===== src/rtl/b64d_pkg.sv =====
package b64d_pkg;

  // Default width of the decoded byte counter
  localparam int COUNT_BITS_DEF = 16;

  // Depth of the result queue; it must hold one full step (four beats) more
  localparam int QUEUE_DEPTH = 8;
  localparam int STEP_ITEMS  = 4;

  localparam logic [15:0] CAPACITY_RESET = 16'hFFFF;
  localparam logic [7:0]  PAD_CHAR       = 8'h3D;
  localparam logic [6:0]  SEXTET_NONE    = 7'd64;

  // Status codes
  localparam logic [2:0] ERR_NONE   = 3'd0;
  localparam logic [2:0] ERR_LENGTH = 3'd1;
  localparam logic [2:0] ERR_CHAR   = 3'd2;
  localparam logic [2:0] ERR_PAD    = 3'd3;
  localparam logic [2:0] ERR_BITS   = 3'd4;
  localparam logic [2:0] ERR_ROOM   = 3'd5;

  // One result beat
  typedef struct packed {
    logic        is_status;
    logic [7:0]  data_byte;
    logic [2:0]  status_code;
    logic [15:0] byte_count;
    logic        last_out;
  } item_t;

  // Map a character to its sextet; bit 6 set means not in the alphabet
  function automatic logic [6:0] sextet_of(input logic [7:0] c);
    logic [6:0] v;
    v = SEXTET_NONE;
    if (c >= 8'h41 && c <= 8'h5A) begin
      v = 7'(c - 8'h41);
    end else if (c >= 8'h61 && c <= 8'h7A) begin
      v = 7'(c - 8'h61 + 8'd26);
    end else if (c >= 8'h30 && c <= 8'h39) begin
      v = 7'(c - 8'h30 + 8'd52);
    end else if (c == 8'h2B) begin
      v = 7'd62;
    end else if (c == 8'h2F) begin
      v = 7'd63;
    end
    return v;
  endfunction

endpackage


===== src/rtl/b64d_decode.sv =====
module b64d_decode import b64d_pkg::*; #(
  parameter int COUNT_BITS = COUNT_BITS_DEF
) (
  input  logic                   clk,
  input  logic                   rst,
  input  logic                   fire,
  input  logic [7:0]             ch,
  input  logic                   last,
  input  logic [15:0]            capacity,
  output item_t [STEP_ITEMS-1:0] items,
  output logic [2:0]             n_items
);

  localparam int SW = ((COUNT_BITS > 16) ? COUNT_BITS : 16) + 1;

  logic [23:0]           sextet_acc, sextet_acc_next;
  logic [1:0]            group_pos, group_pos_next;
  logic [1:0]            pad_seen, pad_seen_next;
  logic [COUNT_BITS-1:0] bytes_out, bytes_out_next;
  logic [2:0]            error_code, error_code_next;

  logic [6:0]  v;
  logic [1:0]  need;
  logic [SW-1:0] sum, cap_ext, max_ext, cnt_ext;
  logic [23:0] x;

  // Decode one character against the group state
  always_comb begin
    sextet_acc_next = sextet_acc;
    group_pos_next  = group_pos;
    pad_seen_next   = pad_seen;
    bytes_out_next  = bytes_out;
    error_code_next = error_code;
    items           = '0;
    n_items         = 3'd0;
    v               = sextet_of(ch);
    need            = 2'd0;
    sum             = '0;
    cap_ext         = SW'(capacity);
    max_ext         = SW'({COUNT_BITS{1'b1}});
    cnt_ext         = '0;
    x               = '0;

    if (error_code == ERR_NONE) begin
      if (ch == PAD_CHAR) begin
        if (group_pos < 2'd2) begin
          error_code_next = ERR_PAD;
        end else begin
          pad_seen_next   = pad_seen + 2'd1;
          sextet_acc_next = {sextet_acc[17:0], 6'd0};
        end
      end else if (v[6]) begin
        error_code_next = ERR_CHAR;
      end else if (pad_seen != 2'd0) begin
        error_code_next = ERR_PAD;
      end else begin
        sextet_acc_next = {sextet_acc[17:0], v[5:0]};
      end

      if (error_code_next == ERR_NONE) begin
        if (group_pos == 2'd3) begin
          x              = sextet_acc_next;
          need           = 2'd3 - pad_seen_next;
          sum            = SW'(bytes_out) + SW'(need);
          group_pos_next = 2'd0;
          if (pad_seen_next != 2'd0 && !last) begin
            error_code_next = ERR_PAD;
          end else if ((pad_seen_next == 2'd1 && x[7:0] != 8'd0) ||
                       (pad_seen_next == 2'd2 && x[15:0] != 16'd0)) begin
            error_code_next = ERR_BITS;
          end else if (sum > cap_ext || sum > max_ext) begin
            error_code_next = ERR_ROOM;
          end else begin
            items[0].data_byte = x[23:16];
            items[1].data_byte = x[15:8];
            items[2].data_byte = x[7:0];
            n_items            = {1'b0, need};
            bytes_out_next     = sum[COUNT_BITS-1:0];
          end
          sextet_acc_next = '0;
          pad_seen_next   = 2'd0;
        end else begin
          group_pos_next = group_pos + 2'd1;
        end
      end
    end

    // Close the string with a status beat and clear for the next one
    if (last) begin
      if (error_code_next == ERR_NONE && group_pos_next != 2'd0) begin
        error_code_next = ERR_LENGTH;
      end
      cnt_ext                      = SW'(bytes_out_next);
      items[n_items[1:0]].is_status   = 1'b1;
      items[n_items[1:0]].status_code = error_code_next;
      items[n_items[1:0]].byte_count  = cnt_ext[15:0];
      items[n_items[1:0]].last_out    = 1'b1;
      n_items                      = n_items + 3'd1;
      sextet_acc_next              = '0;
      group_pos_next               = 2'd0;
      pad_seen_next                = 2'd0;
      bytes_out_next               = '0;
      error_code_next              = ERR_NONE;
    end
  end

  // Advance the group state on each decoded character
  always_ff @(posedge clk) begin
    if (rst) begin
      sextet_acc <= '0;
      group_pos  <= 2'd0;
      pad_seen   <= 2'd0;
      bytes_out  <= '0;
      error_code <= ERR_NONE;
    end else if (fire) begin
      sextet_acc <= sextet_acc_next;
      group_pos  <= group_pos_next;
      pad_seen   <= pad_seen_next;
      bytes_out  <= bytes_out_next;
      error_code <= error_code_next;
    end
  end

endmodule


===== src/rtl/b64d_queue.sv =====
module b64d_queue import b64d_pkg::*; (
  input  logic                   clk,
  input  logic                   rst,
  input  item_t [STEP_ITEMS-1:0] wr_items,
  input  logic [2:0]             wr_n,
  input  logic                   rd_en,
  output item_t                  rd_item,
  output logic                   not_empty,
  output logic                   has_room
);

  localparam int AW = $clog2(QUEUE_DEPTH);
  localparam int CW = $clog2(QUEUE_DEPTH + 1);

  item_t         mem [QUEUE_DEPTH];
  logic [AW-1:0] wr_ptr, rd_ptr;
  logic [CW-1:0] count;
  logic          pop;

  assign pop       = rd_en && (count != '0);
  assign not_empty = (count != '0);
  assign has_room  = (count <= CW'(QUEUE_DEPTH - STEP_ITEMS));
  assign rd_item   = mem[rd_ptr];

  // Store up to one step of beats at consecutive slots
  always_ff @(posedge clk) begin
    for (int i = 0; i < STEP_ITEMS; i++) begin
      if (3'(i) < wr_n) begin
        mem[wr_ptr + AW'(i)] <= wr_items[i];
      end
    end
  end

  // Track pointers and fill level
  always_ff @(posedge clk) begin
    if (rst) begin
      wr_ptr <= '0;
      rd_ptr <= '0;
      count  <= '0;
    end else begin
      wr_ptr <= wr_ptr + AW'(wr_n);
      if (pop) begin
        rd_ptr <= rd_ptr + AW'(1);
      end
      count <= count + CW'(wr_n) - CW'(pop);
    end
  end

endmodule


===== src/rtl/base64_strict_decoder.sv =====
// An accepted character is registered, then decoded and written into the result queue.
// Throughput: one character per cycle, stalling while that queue holds more than four;
// a group of four characters yields up to three byte beats, and the last character adds
// one status beat; beats leave the eight-entry queue one per cycle while the sink is ready.
// Reset (rst, synchronous) clears the group state and queue and sets out_capacity to 65535.
module base64_strict_decoder import b64d_pkg::*; #(
  parameter int COUNT_BITS = COUNT_BITS_DEF
) (
  input  logic        clk,
  input  logic        rst,
  input  logic        s_axis_tvalid,
  output logic        s_axis_tready,
  input  logic [7:0]  s_axis_tdata,  // [7:0] char_in
  input  logic        s_axis_tlast,
  output logic        m_axis_tvalid,
  input  logic        m_axis_tready,
  output logic [31:0] m_axis_tdata,  // [7:0] data_byte, [10:8] status_code, [26:11] byte_count
  output logic        m_axis_tuser,  // [0] is_status
  output logic        m_axis_tlast,
  input  logic        cfg_valid,
  output logic        cfg_ready,
  input  logic [15:0] cfg_data
);

  logic [15:0]           out_capacity;
  logic                  in_vld;
  logic [7:0]            in_char;
  logic                  in_last;
  logic                  fire;
  logic                  has_room;
  logic                  not_empty;
  item_t [STEP_ITEMS-1:0] step_items;
  logic [2:0]            step_n;
  item_t                 head;

  assign cfg_ready     = 1'b1;
  assign fire          = in_vld && has_room;
  assign s_axis_tready = !in_vld || fire;

  // Hold the capacity register
  always_ff @(posedge clk) begin
    if (rst) begin
      out_capacity <= CAPACITY_RESET;
    end else if (cfg_valid && cfg_ready) begin
      out_capacity <= cfg_data;
    end
  end

  // Capture an input beat
  always_ff @(posedge clk) begin
    if (rst) begin
      in_vld <= 1'b0;
    end else if (s_axis_tready) begin
      in_vld <= s_axis_tvalid;
    end
  end

  always_ff @(posedge clk) begin
    if (s_axis_tvalid && s_axis_tready) begin
      in_char <= s_axis_tdata;
      in_last <= s_axis_tlast;
    end
  end

  b64d_decode #(.COUNT_BITS(COUNT_BITS)) u_decode (
    .clk      (clk),
    .rst      (rst),
    .fire     (fire),
    .ch       (in_char),
    .last     (in_last),
    .capacity (out_capacity),
    .items    (step_items),
    .n_items  (step_n)
  );

  b64d_queue u_queue (
    .clk       (clk),
    .rst       (rst),
    .wr_items  (step_items),
    .wr_n      (fire ? step_n : 3'd0),
    .rd_en     (m_axis_tready),
    .rd_item   (head),
    .not_empty (not_empty),
    .has_room  (has_room)
  );

  // Drive the result channel from the queue head
  assign m_axis_tvalid = not_empty;
  assign m_axis_tuser  = head.is_status;
  assign m_axis_tlast  = head.last_out;
  assign m_axis_tdata  = {5'd0, head.byte_count, head.status_code, head.data_byte};

  // A step never emits more than one group of bytes and a status beat
  a_step_bound: assert property (@(posedge clk) disable iff (rst)
    fire |-> step_n <= 3'(STEP_ITEMS))
    else $error("decode step emits too many beats");

  // Status beats carry a defined code; byte beats carry no code, no count and no last flag
  a_status_code: assert property (@(posedge clk) disable iff (rst)
    (m_axis_tvalid && m_axis_tuser) |-> m_axis_tdata[10:8] <= ERR_ROOM)
    else $error("status beat with undefined code");

  a_byte_clean: assert property (@(posedge clk) disable iff (rst)
    (m_axis_tvalid && !m_axis_tuser) |-> (!m_axis_tlast && m_axis_tdata[26:8] == 19'd0))
    else $error("byte beat carries status fields");

  // A beat stalled at the input is decoded once room appears
  a_stall_hold: assert property (@(posedge clk) disable iff (rst)
    (in_vld && !has_room) |=> in_vld)
    else $error("captured character lost while stalled");

endmodule


===== config.mk =====
export PLATFORM = sky130hd
export DESIGN_NAME = base64_strict_decoder
export DESIGN_NICKNAME = d
export VERILOG_FILES = /design/src/rtl/b64d_pkg.sv /design/src/rtl/b64d_decode.sv /design/src/rtl/b64d_queue.sv /design/src/rtl/base64_strict_decoder.sv
export SDC_FILE = /design/constraint.sdc
export NUM_CORES = 1
export LEC_CHECK = 0
export BUFFER_PORTS_ARGS = -buffer_cell sky130_fd_sc_hd__buf_2
export CORE_ASPECT_RATIO = 1.25
export CORE_UTILIZATION = 55
export CTS_CLUSTER_SIZE = 28
export DETAILED_ROUTE_END_ITERATION = 8
export GPL_ROUTABILITY_DRIVEN = 0
export GPL_TIMING_DRIVEN = 0
export PLACE_DENSITY = 0.77
export SETUP_SLACK_MARGIN = 0.15
export SLEW_MARGIN = 10
export SYNTH_ARGS = -nofsm -noshare
export SYNTH_HDL_FRONTEND = slang
export SYNTH_SLANG_ARGS = --single-unit

===== constraint.sdc =====
create_clock -name clk -period 15.17 [get_ports clk]
set_input_delay 0 -clock clk [delete_from_list [all_inputs] [get_ports clk]]
set_output_delay 0 -clock clk [all_outputs]
set_load 0.05 [all_outputs]

==> impl.org, run 1 <==
** Floorplan
- The core region is 30300 um^2.
- Once the floorplan was initialized, standard cells occupied 56.2% of the core.
- Die boundary width :: 159 um
- The floorplan step set the die height to 199 um.
- Top Ports :: 67
- Die ar. :: 31700 um^2
- The floorplan has 71 rows.

** Pwr
- In this run the static leakage power is 0.00763 uW.
- Share of total power consumed by net switching :: 31.0%
- Power density normalized to cell area :: 116 nW/um^2
- The clock network accounts for 33.9% of the total power.
- Per report_power, the combinational group accounts for 24.6% of the total.
- Internal portion of total power :: 1570 uW
- Overall power of the completed layout :: 2270 uW
- Per report_power, the sequential group accounts for 41.4% of the total.
- In this run the power spent charging and discharging nets is 705 uW.
- IR analysis of the VDD net gives a maximum drop of 109 uV.

** Layout
- Number of inserted filler cells in the final layout :: 2252
- The library cell used most frequently in the layout, excluding fill and tap cells, is sky130_fd_sc_hd__nor2_1.
- Final net count :: 1825
- The library cells used most frequently in the layout, excluding fill and tap cells, are sky130_fd_sc_hd__nor2_1 (286), sky130_fd_sc_hd__edfxtp_1 (233), sky130_fd_sc_hd__nand2_1 (187).
- Fraction of final layout cells with drive strength greater than 1 :: 15.8%
- After routing the design area is 19600 um^2.
- The area growth from synthesis to layout is 14.9%.

** Clock network
- Clock root buffer :: sky130_fd_sc_hd__clkbuf_16
- CTS built an H-tree with a depth of 1.
- Once the clock tree was built, the setup fixing pass inserted 0 buffers.
- For this design, the CTS-stage hold fixing added 39 buffers.
- Clock Pin Slew Worst Setup and Hold Paths :: 60 ps
- Clk Latency, worst-skew pair :: 590 ps
- TritonCTS created 31 clock buffers.
- The clock passes through at most 3 buffers.
- Post-CTS resize count :: 0
- TritonCTS clock tree :: yes
- Number of clock sinks :: 310

** Min path
- Hold Startpoint :: cfg_valid
- The tightest min-delay check is of the input pin to register type.

** Timing
- Highest Clock Rate :: 109 MHz
- Actual slew at the worst max-slew pin :: 1070 ps
- Post-route minimum period :: 9200 ps
- Final slew viol count :: 0
- TNS Setup :: 0 ps
- Setup violations remaining at the end of the flow were counted as 0.
- The number of hold violations in the final report is 0.
- Across the routed clock network, the largest skew measured is 20.1 ps.
- Setup repair after global routing left no endpoint under its margin.
- Hold slack final :: 23.8 ps
- The final critical path takes up 60.6% of the cycle.
- Relative slew slack :: 26.5%

** Synth
- Average cell area after synthesis :: 10.6 um^2
- Warnings from Yosys :: 0
- The synthesized design contains 310 register bits.
- Post-synth ARST share :: 0%
- The most used flip-flop cell after synthesis is sky130_fd_sc_hd__edfxtp_1.
- Cell area after technology mapping :: 17000 um^2
- Synthesis handed over a netlist of 1606 instances.
- Netlist cell types :: 82
- Proportion of synthesized chip area in sequential cells :: 50.1%
- Yosys mapped a number of flops with a built-in enable equal to 233.

** Critical path
- Start point of the critical path :: in_char[1]
- Worst setup SP type :: register
- The largest single stage delay on the critical path is 720 ps.
- Crit path max fanout :: 16
- R2r startpoint :: in_char[1]
- Arrival time at the worst endpoint :: 9530 ps
- At the worst endpoint, the required time is 15500 ps.
- The critical path in this run is classified as register to register.
- Kind of end point of the critical path :: register
- The slowest stage of the critical path is the sky130_fd_sc_hd__nor2_2 cell.

** Placement
- HPWL reported at the end of detailed placement :: 32.4 mm
- Once placement finished, the instance area stood at 18200 um^2.
- In this run the tool buffered the top-level ports with 59 buffer cells.

** Route
- Summed over all layers, the routed wires come to 46.3 mm.
- Avg WL per Cell :: 21.3 um
- The first TritonRoute pass finished after 8 iterations.
- Once detail routing completed, the nets flagged for antenna violations numbered 0.
- Via-per-instance ratio :: 6.25
- Initial detailed-routing violation count :: 1448
- For this run, design rule violations remaining after detail routing come to 0.
- The detailed router placed 13600 vias in this run.

** Global route
- First-pass GRT wire length :: 72.8 mm
- Overflow after GRT :: 0
- Via count of the first global-routing pass :: 13500
- In the global route stage, overall resource usage came out at 29.6%.
- Antenna violations before repair :: 1
- Entering global routing, the biggest net connects 23 pins.

** Run
- MaxCap Viol Count :: 0

** Status
- The flow ran to the end, and the final reports show no timing, DRC or antenna violations.
cells by family (layout without fill, tap and decap cells):
group	Yosys count	after routing	share of synthesized area, %
and+or+nand+nor	609	609	15.8
xor gates and xnor gates	41	41	2.11
other	2	7	0.0441
adders and majority gates	45	45	3.44
muxes	125	125	11.7
AOI/OAI and AO/OA	310	310	12.3
buffers and inverters	164	327	4.47
DFF	310	310	50.1
power by group through the flow:
stage / logic (uW) / registers (uW) / clock network [uW]
after floorplan: 415 / 956 / 0
after global placement: 534 / 960 / 0
after detailed placement: 547 / 959 / 0
after CTS: 557 / 941 / 771
after global routing: 594 / 945 / 809
final: 559 / 942 / 772
Yosys cell counts (7+ instances only):
| master | number | area (um^2) |
|---|---|---|
| sky130_fd_sc_hd__nor2_1 | 286 | 1070 |
| sky130_fd_sc_hd__edfxtp_1 | 233 | 7000 |
| sky130_fd_sc_hd__nand2_1 | 187 | 702 |
| sky130_fd_sc_hd__dfxtp_1 | 77 | 1540 |
| sky130_fd_sc_hd__a21oi_1 | 70 | 350 |
| sky130_fd_sc_hd__clkbuf_1 | 61 | 229 |
| sky130_fd_sc_hd__mux4_2 | 56 | 1260 |
| sky130_fd_sc_hd__inv_1 | 48 | 180 |
| sky130_fd_sc_hd__o211ai_1 | 46 | 345 |
| sky130_fd_sc_hd__o21ai_0 | 43 | 215 |
| sky130_fd_sc_hd__ha_1 | 42 | 526 |
| sky130_fd_sc_hd__mux2i_1 | 39 | 390 |
| sky130_fd_sc_hd__a22oi_1 | 32 | 240 |
| sky130_fd_sc_hd__mux2_2 | 28 | 315 |
| sky130_fd_sc_hd__nand3_1 | 28 | 140 |
| sky130_fd_sc_hd__xor2_1 | 26 | 228 |
| sky130_fd_sc_hd__a31oi_1 | 22 | 138 |
| sky130_fd_sc_hd__nor3_1 | 22 | 110 |
| sky130_fd_sc_hd__buf_2 | 20 | 100 |
| sky130_fd_sc_hd__a211oi_1 | 19 | 143 |
| sky130_fd_sc_hd__buf_4 | 18 | 135 |
| sky130_fd_sc_hd__and3_1 | 15 | 93.8 |
| sky130_fd_sc_hd__xnor2_1 | 15 | 131 |
| sky130_fd_sc_hd__nor2b_1 | 12 | 75.1 |
| sky130_fd_sc_hd__and2_1 | 11 | 68.8 |
| sky130_fd_sc_hd__a21o_1 | 10 | 75.1 |
| sky130_fd_sc_hd__o21ai_1 | 9 | 45.0 |
| sky130_fd_sc_hd__a211o_1 | 8 | 70.1 |
| sky130_fd_sc_hd__nand3_2 | 7 | 70.1 |
| sky130_fd_sc_hd__nand4_1 | 7 | 43.8 |
stage by stage:
stage | utilization [%] | setup WS [ps] | cells
after floorplan | - | 6630 | 1610
after global placement | 58.9 | 3540 | 2070
after detailed placement | 60.0 | 6220 | 2079
after CTS | 64.6 | 6200 | 2174
after global routing | 64.6 | 5430 | 2175
final | 64.6 | 5970 | 2175
cell type report:
class,instances,area [um^2],area share [%]
Sequential cell,310,8540,43.6
Multi-Input combinational cell,1136,7870,40.2
Inverter,53,199,1.02
Timing Repair Buffer,107,886,4.53
Clock inverter,13,159,0.812
Buffer,111,563,2.88
Antenna cell,1,2.50,0.0128
Clock buffer,43,851,4.35
Tap cell,401,502,2.56
layer usage:
metal / vias to the layer above / part of all wire (%) / global-route usage, %
li1: 6140 / - / -
met1: 6504 / 37 / 34.8
met2: 750 / 51 / 54.7
met3: 190 / 7.2 / 3.27
met4: 0 / 4.4 / 13.4
met5: - / 0 / 0
registers in the layout, summed over array words and instances (netlist names), named ones only:
signal / count
u_queue.mem: 224
u_queue.count: 4
in_char: 8
u_decode.group_pos: 2
out_capacity: 16
in_last: 1
u_decode.bytes_out: 16
u_decode.sextet_acc: 24
in_vld: 1
u_queue.wr_ptr: 3
u_decode.pad_seen: 2
u_queue.rd_ptr: 3
u_decode.error_code: 3
worst max-delay path, delay by kind of cell (launching register included):
kind,cells,cell delay (ps)
simple gates,15,4170
compound gates,8,1850
flops,1,480
buf+inv,5,1160
fa+ha+maj,4,1180
xor+xnor,1,90
path summary, 6_finish.rpt:
check	endpoint	slack, ps	cells past startpoint
worst max-delay path	u_queue.mem[2][0]	5970	33
worst max register to register	u_queue.mem[2][0]	5970	33
worst min register to register	out_capacity[2]	490	2
worst min-delay path	out_capacity[3]	20	4
No activity file was read; power rests on OpenSTA's default activity.
==> run 2, diff against run 1 <==
==> constraint.sdc (replaced) <==
create_clock -name clk -period 8.5 [get_ports clk]
set_input_delay 0 -clock clk [delete_from_list [all_inputs] [get_ports clk]]
set_output_delay 0 -clock clk [all_outputs]
set_load 0.05 [all_outputs]
==> impl.org, run 2 (synthesis gave the netlist of run 1 again) <==
** Layout
- In the layout the commonest cells are sky130_fd_sc_hd__nor2_1 (284), sky130_fd_sc_hd__edfxtp_1 (233), sky130_fd_sc_hd__nand2_1 (187).
- Most common cell after layout, fill and taps aside :: sky130_fd_sc_hd__nor2_1
- The number of antenna diodes in the final layout is 0.
- Fraction of final layout cells with drive strength greater than 1 :: 17.4%
- The largest registers in the layout are u_queue.mem x224, u_decode.sextet_acc x24.
- Final net count :: 1834
- Area Overhead vs Synth :: 16.8%
- Number of flip-flops in the largest register :: 224
- The register with the most flip-flops in the final layout is u_queue.mem.

** Pwr
- Power density normalized to cell area :: 212 nW/um^2
- Summed over all cells, the static leakage comes to 0.00776 uW.
- Portion of total power attributed to combinational logic :: 23.7%
- Register share of total power :: 39.9%
- The completed layout was analyzed and its total power is 4220 uW.
- Max rail drop VDD :: 196 uV
- Share of total power consumed by net switching :: 30.6%
- The internal power of the cells totals 2930 uW.
- Clock power frac :: 36.4%
- For this design the total switching power over the nets is 1290 uW.

** Critical path
- Cell with the largest stage delay on the worst path :: sky130_fd_sc_hd__edfxtp_1
- In this design, the stage delay of the slowest critical-path cell is 480 ps.
- STA classifies the critical path endpoint as a register.
- The startpoint identified for the worst register-to-register timing path is in_char[1].
- The critical path in this run is classified as register to register.
- Of all nets on the critical path, the largest fanout is 10.
- Arrival time at the worst endpoint :: 8380 ps
- The most critical setup path has its startpoint at in_char[1].
- The worst setup path is launched from a register.
- CP required :: 8820 ps

** Route
- After detailed routing, the average wire length per cell comes to 21.5 um.
- Via-per-instance ratio :: 6.33
- Routed WL :: 46.9 mm
- DRC violations left :: 0
- Before antenna repair, the detailed router went through 6 iterations.
- Summing over every cut layer, the via total after detailed routing is 13800.
- Residual antenna-violating net count after detailed routing :: 0
- Initial detailed-routing violation count :: 1713

** Global route
- The first global-routing pass estimated 73.9 mm of wire.
- For this run, the total global-route usage over all layers was measured as 29.9%.
- Entering global routing, the biggest net connects 23 pins.
- Overflow after GRT :: 0
- Antenna violations before repair :: 0
- Via count of the first global-routing pass :: 13700

** Floorplan
- The die covers 31700 um^2.
- The die is 159 um wide.
- Core area :: 30300 um^2
- The die is 199 um tall.
- Row generation in the floorplan step produced 71 rows.
- Effective utilization at floorplan :: 56.2%
- For this design the top-level I/O count stands at 67.

** Timing
- For the final database, setup skew stands at 13.7 ps.
- The routed design could run at a clock period as short as 8060 ps.
- The final critical path takes up 94.9% of the cycle.
- The max-slew violation count was 0.
- Headroom to the max-slew limit came out at 29.7%.
- Highest Clock Rate :: 124 MHz
- Setup repair after global routing could not meet its margin everywhere.
- At the pin with the least slew margin, the transition time is 1030 ps.
- Hold timing on the final database bottoms out at a slack of 16.6 ps.
- Number of hold violations in the final report :: 0
- Setup violations remaining at the end of the flow were counted as 0.

** Clock network
- The tree is rooted in a sky130_fd_sc_hd__clkbuf_16.
- Clock-pin slew was measured on the worst setup and hold paths at 60 ps.
- The clock passes through at most 3 buffers.
- TritonCTS built the clock tree.
- CTS built an H-tree with a depth of 1.
- Clk Latency, worst-skew pair :: 590 ps
- Counting the buffers created by CTS gives 31.
- Number of clock sinks :: 310

** Placement
- HPWL reported at the end of detailed placement :: 33.2 mm
- Input and output buffers added on the ports amount to 59.

** Min path
- Hold Startpoint :: cfg_valid
- Hold Path Class :: input pin to register

** Run
- MaxCap Viol Count :: 0

** Status
- The flow ran to the end, and the final reports show no timing, DRC or antenna violations.
[run 2: changes by cell type in the layout (fill, tap and decap cells not counted), moves of 3 or more]
cell,change
sky130_fd_sc_hd__clkbuf_4,+10
sky130_fd_sc_hd__buf_4,+11
sky130_fd_sc_hd__clkbuf_8,-3
sky130_fd_sc_hd__clkbuf_1,-10
sky130_fd_sc_hd__buf_2,-12
sky130_fd_sc_hd__clkbuf_2,+3
sky130_fd_sc_hd__clkinvlp_4,+4
sky130_fd_sc_hd__bufinv_16,+5
[run 2: power by group through the flow]
stage	clock network [uW]	registers (uW)	logic, uW
floorplan	0	1710	740
global placement	0	1710	950
detailed placement	0	1710	972
CTS	1540	1680	994
global route	1590	1680	1070
finish	1530	1680	1000
[run 2: critical path: cells and delay by family, from the launching register on]
kind                     cells  cell delay, ps
flip-flops                   1             480
AO/OA/AOI/OAI                7            1570
buffers and inverters        5            1070
XOR/XNOR                     2             350
AND/OR/NAND/NOR             14            2840
adder cells (fa/ha/maj)      5            1480
[run 2: repair_timing]
action / 4_1_cts / 5_1_grt
gates resized for setup: 5 / 31
hold endpoints to repair: 40 / 0
hold buffers: 38 / 0
setup endpoints to repair: 446 / 449
buffers inserted: 5 / 5
pin swaps: 5 / 2
[run 2: layer usage]
layer  GRT usage [%]  share of wire, %
met1            34.3                36
met2            54.6                51
met3            4.90               8.1
met4            13.8               5.0
met5               0                 0
[run 2: per-stage QoR]
step,instances,util [%],worst slack [ps],cell area (um^2),setup TNS (ps)
2_1_floorplan,1610,-,82.8,17100,0
3_3_place_gp,2070,58.9,-2840,17900,-454070
3_5_place_dp,2079,60.0,-444,18200,-79210
4_1_cts,2180,65.3,228,19800,0
5_1_grt,2185,65.7,104,19900,0
6_report,2185,65.7,438,19900,0
[run 2: path summary, 6_finish.rpt]
| kind | to | slack (ps) | cells after the start |
|---|---|---|---|
| max | u_queue.mem[3][27] | 440 | 33 |
| min | out_capacity[3] | 20 | 3 |
| max reg2reg | u_queue.mem[3][27] | 440 | 33 |
| min reg2reg | out_capacity[3] | 490 | 2 |
[run 2: cell type report]
cell class,count,area [um^2]
Buffer,111,597
Fill cell,2167,10400
Clock inverter,25,359
Timing Repair Buffer,116,978
Multi-Input combinational cell,1136,7950
Clock buffer,33,783
Tap cell,401,502
Sequential cell,310,8540
Inverter,53,199
